**src/hdl/kcf_pkg.sv**
```systemverilog
package kcf_pkg;

	localparam int DEF_MAX_KMER     = 8;
	localparam int DEF_WINDOW_DEPTH = 1024;

	localparam int BASE_W     = 2;
	localparam int KLEN_W     = 4;
	localparam int WLEN_W     = 11;
	localparam int THR_W      = 11;
	localparam int CNT_W      = 11;
	localparam int SEEN_W     = 11;
	localparam int CFG_IDX_W  = 2;
	localparam int CFG_DATA_W = 11;

	localparam int OUT_DEPTH = 4;
	localparam int OUT_AW    = 2;

	localparam logic [CFG_IDX_W-1:0] REG_KMER_LEN   = CFG_IDX_W'(0);
	localparam logic [CFG_IDX_W-1:0] REG_WINDOW_LEN = CFG_IDX_W'(1);
	localparam logic [CFG_IDX_W-1:0] REG_THRESHOLD  = CFG_IDX_W'(2);

	localparam logic [KLEN_W-1:0] KMER_LEN_RST   = KLEN_W'(5);
	localparam logic [WLEN_W-1:0] WINDOW_LEN_RST = WLEN_W'(500);
	localparam logic [THR_W-1:0]  THRESHOLD_RST  = THR_W'(3);

	// Per-item control handed from the front stage to the count unit
	typedef struct packed {
		logic vld;
		logic dep_go;
		logic arr_en;
	} kcf_ctl_t;

endpackage

```
**src/hdl/kcf_result_fifo.sv**
```systemverilog
module kcf_result_fifo import kcf_pkg::*; #(
	parameter int W = 34
) (
	input  logic         clk,
	input  logic         arst_n,
	input  logic         push,
	input  logic [W-1:0] push_data,
	input  logic         pop,
	output logic         valid,
	output logic [W-1:0] data
);

	logic [W-1:0]      slot_q [OUT_DEPTH];
	logic [OUT_AW-1:0] wr_q, rd_q;
	logic [OUT_AW:0]   cnt_q;

	assign valid = (cnt_q != '0);
	assign data  = slot_q[rd_q];

	always_ff @(posedge clk) begin
		if (push) begin
			slot_q[wr_q] <= push_data;
		end
	end

	always_ff @(posedge clk or negedge arst_n) begin
		if (!arst_n) begin
			wr_q  <= '0;
			rd_q  <= '0;
			cnt_q <= '0;
		end else begin
			if (push) begin
				wr_q <= wr_q + OUT_AW'(1);
			end
			if (pop) begin
				rd_q <= rd_q + OUT_AW'(1);
			end
			if (push && !pop) begin
				cnt_q <= cnt_q + (OUT_AW + 1)'(1);
			end else if (pop && !push) begin
				cnt_q <= cnt_q - (OUT_AW + 1)'(1);
			end
		end
	end

endmodule

```
**config.mk**
```make
export PLATFORM = sky130hd
export DESIGN_NAME = kcf_result_fifo
export DESIGN_NICKNAME = d
export VERILOG_FILES = /design/src/hdl/kcf_pkg.sv /design/src/hdl/kcf_result_fifo.sv
export SDC_FILE = /design/constraint.sdc
export NUM_CORES = 1
export LEC_CHECK = 0
export BUFFER_PORTS_ARGS = -buffer_cell sky130_fd_sc_hd__buf_2
export CAP_MARGIN = 20
export CORE_MARGIN = 5
export CORE_UTILIZATION = 50
export DETAILED_ROUTE_END_ITERATION = 6
export PLACE_DENSITY_LB_ADDON = 0.1
export SYNTH_ARGS = -nofsm -noshare
export SYNTH_HDL_FRONTEND = slang
export SYNTH_SLANG_ARGS = --single-unit
```
**constraint.sdc**
```tcl
create_clock -name clk -period 2 [get_ports clk]
set_input_delay 0.1 -clock clk [delete_from_list [all_inputs] [get_ports clk]]
set_output_delay 0.1 -clock clk [all_outputs]
set_load 0.005 [all_outputs]
```
# Word-level counts from Yosys, hierarchy flattened
# Memory sizes are Yosys's and may differ from the RTL's.
# Cells that the tools add are included.
dict set report op_classes {
  add_sub_neg 4
  reduce_logical 6
  mux 4
}
# op count
set op_table {}
lappend op_table {{$mux W3} 2}
lappend op_table {{$add A2 B1 Y2 const B} 2}
lappend op_table {{$add A3 B1 Y3 const B} 1}
lappend op_table {{$reduce_bool A3 Y1} 1}
lappend op_table {{$sub A3 B1 Y3 const B} 1}
lappend op_table {{$logic_and A1 B1 Y1} 2}
lappend op_table {{$logic_not A1 Y1} 2}
lappend op_table {{$mux W1} 2}
lappend op_table {{$reduce_bool A2 Y1} 1}
dict set report totals {
  memories 1
  out_inout_bits 35
  inputBits 38
  word_cells 18
  mem_bits_rw 136
  reg_bits 7
}
# memory words word_bits rd rd_ports_with_merged_regs wr line
set mem_list {}
lappend mem_list {slot_q 4 34 1 0 1 kcf_result_fifo.sv:13} ;# logic [W-1:0] slot_q [OUT_DEPTH];

# Logic depth before layout (Yosys ltp)
dict set report depth {
  depth_word 4
  mapped_depth 7
}

# Worst setup path before layout
# Ideal clock, no wire load.
dict set report synth_timing {
  path_type {register to register}
  startpoint {register wr_q[0]}
  endpoint {memory slot_q[0][0] (enable)}
  setup_ns 0.394
  period_less_slack_ns 1.849
  arrival_ns 1.455
  path_stages_with_launch 4
  required_ns 1.606
  slack_ns 0.151
  cell_sequence {dfrtp_1 -> inv_1 -> ha_1 -> and2_1}
}
# element line
set synth_rtl {}
lappend synth_rtl {{from (decl)} kcf_result_fifo.sv:14} ;# logic [OUT_AW-1:0] wr_q, rd_q;
lappend synth_rtl {{from (signal assigned)} kcf_result_fifo.sv:33} ;# wr_q <= wr_q + OUT_AW'(1);
lappend synth_rtl {{to (decl)} kcf_result_fifo.sv:13}
# No word-level cell before the write port.

# Worst setup path in the final report
dict set report layout_timing {
  startpoint {register rd_q[0]}
  endpoint {output data[8]}
}
dict set report layout_between {
  elab_chain_cells 1
}
# element line
set layout_rtl {}
lappend layout_rtl {{from (decl)} kcf_result_fifo.sv:14}
lappend layout_rtl {{from (signal assigned)} kcf_result_fifo.sv:36} ;# rd_q <= rd_q + OUT_AW'(1);
lappend layout_rtl {{$mem_v2 Z4 W34} -}
lappend layout_rtl {{to (decl)} kcf_result_fifo.sv:10} ;# output logic [W-1:0] data
# Every way passes these cells.

==> metrics.md <==
| Metric | Value |
|---|---|
| Status | `complete, no violations` |
| Drt first pass iters | `4` |
| HPWL reported at the end of detailed placement | `5508 microns` |
| Vert. Die Dim | `~110 microns` |
| Clock-pin slew of the registers on the worst-case setup and hold paths | `approximately 60 ps` |
| Vias per Instance | `between 5 and 6` |
| Clock network fraction of design power | `around 30%` |
| Crit Reg-Reg Startpoint | `wr_q[0]$_DFFE_PN0P_` |
| Synthesized area divided by synthesized cell count | `approximately 25 sq um` |
| Most frequently used flop master after synthesis | `sky130_fd_sc_hd__edfxtp_1` |
| Critical path launch point type | `register` |
| Share of final-layout standard cells stronger than drive strength 1 | `a little over two fifths` |
| Via count of the first global-routing pass | `roughly 2.8k` |
| Layout Skew | `around 4.4 ps` |
| Post-placement cell area | `between 5000 and 6000 sq um` |
| Seq pwr share | `between 40 and 50%` |
| First-pass GRT wire length | `14840 microns` |
| Area of the placeable core | `roughly 10000 sq um` |
| Effective utilization at floorplan | `between 50% and 60%` |
| Clock period minus worst slack | `about 2000 ps` |
| Met2 Track Usage GR | `a little over a quarter` |
| Number of storage elements in the synthesis netlist | `around 140` |
| Final instance count without filler cells | `490` |
| IR Drop Worst-Case VDD | `roughly 0.00084 V` |
| Violation count after the first detailed-route iteration | `about 130` |
| GP Congestion | `approximately 0.71` |
| Unrepaired setup endpoints after global routing | `yes` |
| Number of CTS-inserted buffers | `17` |
| Reg-to-reg critical path endpoint | `slot_q[0][3]$_DFFE_PP_` |
| DR DRC count | `0` |
| Global-route layer with the greatest usage | `met2` |
| Port Buffer Count | `between 70 and 80` |
| Sw power | `roughly 0.0025 W` |
| Maximum root-to-sink buffer count | `2` |
| Mapped cell area | `about 5300 sq um` |
| Buffer type at the clock tree root | `sky130_fd_sc_hd__clkbuf_8` |
| Count of final setup violators | `0` |
| Fraction of registers with async set or reset after synthesis | `under 10%` |
| Post-synthesis net count | `around 260` |
| Top Ports | `between 70 and 80` |
| Total of warnings raised by yosys | `0` |
| Depth of the most critical reg-to-reg path | `4` |
| Kind of end point of the critical path | `primary output` |
| Met3 layer usage reported by global route | `5.358%` |
| Switch share | `roughly 26%` |
| Power per cell area | `around 1400 nW/um^2` |
| Nets | `slightly below 400` |
| Arrival time of data at the critical path endpoint | `about 1900 ps` |
| Antenna Cells | `0` |
| Detailed-route via count | `2523` |
| Library cells used by synthesis | `18` |
| Share of the yosys chip area belonging to registers | `about four fifths` |
| GRT Total Usage | `15.58%` |
| Achievable clock frequency | `0.5126 GHz` |
| Antenna Violating Nets Remaining | `0` |
| Pre-CTS setup slack | `around 310 ps` |
| Setup slack of the worst register-to-register path | `~520 ps` |
| Worst-case hold path end point | `slot_q[0][17]$_DFFE_PP_` |
| Total Routed Length | `between 9000 and 10000 microns` |
| Utilization after layout | `between 60% and 70%` |
| Routed wirelength normalized by instance count | `18.50 microns` |
| Synth Instances | `211` |
| Slew of the pin with the lowest slew margin | `about 360 ps` |
| Sequential standard cell area | `between 4000 and 5000 sq um` |
| Horizontal extent of the die | `roughly 110 microns` |
| Startpoint of the worst hold path | `push_data[17]` |
| Remaining max-slew budget at the tightest pin | `roughly three quarters` |
| Final worst path period share | `between 90% and 100%` |
| Int Pwr | `~0.0072 W` |
| Clock insertion delay at the later pin of the skew report | `510 ps` |
| Hold violation count in the final report | `0` |
| GRT Residual Overflow | `0` |
| Initial antenna violation count | `0` |
| Area overhead of the layout relative to synthesis | `28.87%` |
| Number of filler cells placed in the layout | `710` |
| Post-synth EDFFs | `~140` |
| Row count | `37` |
| Reported leakage power | `between 2 and 2.5 nW` |
| Multi-input combinational cell area | `roughly 1000 sq um` |
| Clock sinks | `143` |
| Least setup slack across all paths after layout | `~49 ps` |
| Met1 routing resource usage after global routing | `between 10% and 20%` |
| Cell area after layout | `about 7000 sq um` |
| Max-slew violation count | `0` |
| Area of the die | `roughly 13000 sq um` |
| Worst endpoint required time | `~1900 ps` |
| Cell count after placement | `roughly 420` |
| Gate power share | `between 20% and 30%` |
| Type of the worst min-delay path | `primary input to register` |
| H-tree depth | `4` |
| Count of max-cap constraint violations | `0` |
| Maximum number of pins on one net before global-route repair | `31` |
| Setup_tns | `0 ps` |
| Number of instances on the worst hold path | `2` |
| Clock tree from TritonCTS | `done` |
| Crit path max fanout | `17` |
| Worst setup path category | `register to primary output` |
==> sequential cells by signal, indices dropped and copies added, names as in the netlist <==
register	cells
wr_q	2
cnt_q	3
rd_q	2
slot_q	136
==> critical path: stages, from the launching register on <==
cell	delay, ps
sky130_fd_sc_hd__dfrtp_4	450
sky130_fd_sc_hd__buf_12	200
sky130_fd_sc_hd__mux4_2	540
sky130_fd_sc_hd__buf_2	150
==> cell type report <==
type,instances,area share [%]
inverter,4,0.2179
tap,136,2.469
clock buffer,22,6.572
clock inverter,10,1.652
sequential,143,61.87
timing repair buffer,119,13.05
multi-input combinational,56,14.16
==> per-stage QoR <==
stage          hold WS (ps)  power [W]
4_1_cts               314.5   0.009749
6_report              341.3   0.009640
2_1_floorplan        -195.6   0.005758
3_3_place_gp         -51.32   0.006668
3_5_place_dp         -46.30   0.006699
5_1_grt               329.1    0.01019
==> how the worst max path moves through the flow <==
stage	to	startpoint	slack (ps)	cells past startpoint
3_3_place_gp	data[23]	rd_q[0]$_DFFE_PN0P_	320	3
2_1_floorplan	slot_q[0][0]$_DFFE_PP_	wr_q[0]$_DFFE_PN0P_	150	3
5_1_grt	data[4]	rd_q[0]$_DFFE_PN0P_	-30	3
3_5_place_dp	data[23]	rd_q[0]$_DFFE_PN0P_	310	3
6_report	data[8]	rd_q[0]$_DFFE_PN0P_	50	3
4_1_cts	data[19]	rd_q[0]$_DFFE_PN0P_	10	3
==> metal layers <==
metal,up-vias,wire (microns)
li1,1149,-
met4,0,92
met5,-,0
met2,52,4740
met1,1313,3802
met3,9,431
==> power by group through the flow <==
stage          Clock, W  Sequential, W  Combinational, W
6_report        0.00293        0.00415           0.00256
3_5_place_dp          0        0.00426           0.00244
5_1_grt         0.00316        0.00420           0.00282
4_1_cts         0.00299        0.00416           0.00260
3_3_place_gp          0        0.00424           0.00243
2_1_floorplan         0        0.00410           0.00165
==> repair_timing <==
action | CTS | global route
buffers inserted | 2 | 0
resized for setup | 3 | 4
endpoints found under the hold margin | 147 | 0
hold buffers | 38 | 0
endpoints found under the setup margin | 30 | 16
==> layout by cell type, fill, tap and decap left out, types with 5 or more instances in the layout <==
master / n
sky130_fd_sc_hd__clkbuf_16: 16
sky130_fd_sc_hd__ha_1: 5
sky130_fd_sc_hd__buf_12: 6
sky130_fd_sc_hd__dfrtp_1: 5
sky130_fd_sc_hd__edfxtp_1: 136
sky130_fd_sc_hd__mux4_2: 31
sky130_fd_sc_hd__buf_2: 70
sky130_fd_sc_hd__dlygate4sd3_1: 38
==> cell usage after synthesis, drive strengths merged, types with 2 or more instances <==
cell type / n / area [sq um]
inv: 4 / 15.01
ha: 5 / 62.56
dfrtp: 7 / 175.2
buf: 8 / 91.34
and2: 4 / 25.02
nand2: 2 / 7.510
xor2: 4 / 35.03
xnor2: 2 / 17.52
edfxtp: 136 / 4084
mux4: 34 / 788.3
==> cell families (layout without fill, tap and decap cells) <==
kind of cell / after synthesis / after routing / share of synthesized area, %
multiplexers: 35 / 35 / 14.95
AO/OA/AOI/OAI: 1 / 1 / 0.09350
flip-flops: 143 / 143 / 79.64
AND/OR/NAND/NOR: 8 / 8 / 0.7955
adder cells (fa/ha/maj): 6 / 6 / 1.544
buffers and inverters: 12 / 155 / 1.989
XOR/XNOR: 6 / 6 / 0.9827
Power figures use the tool's default switching activity.
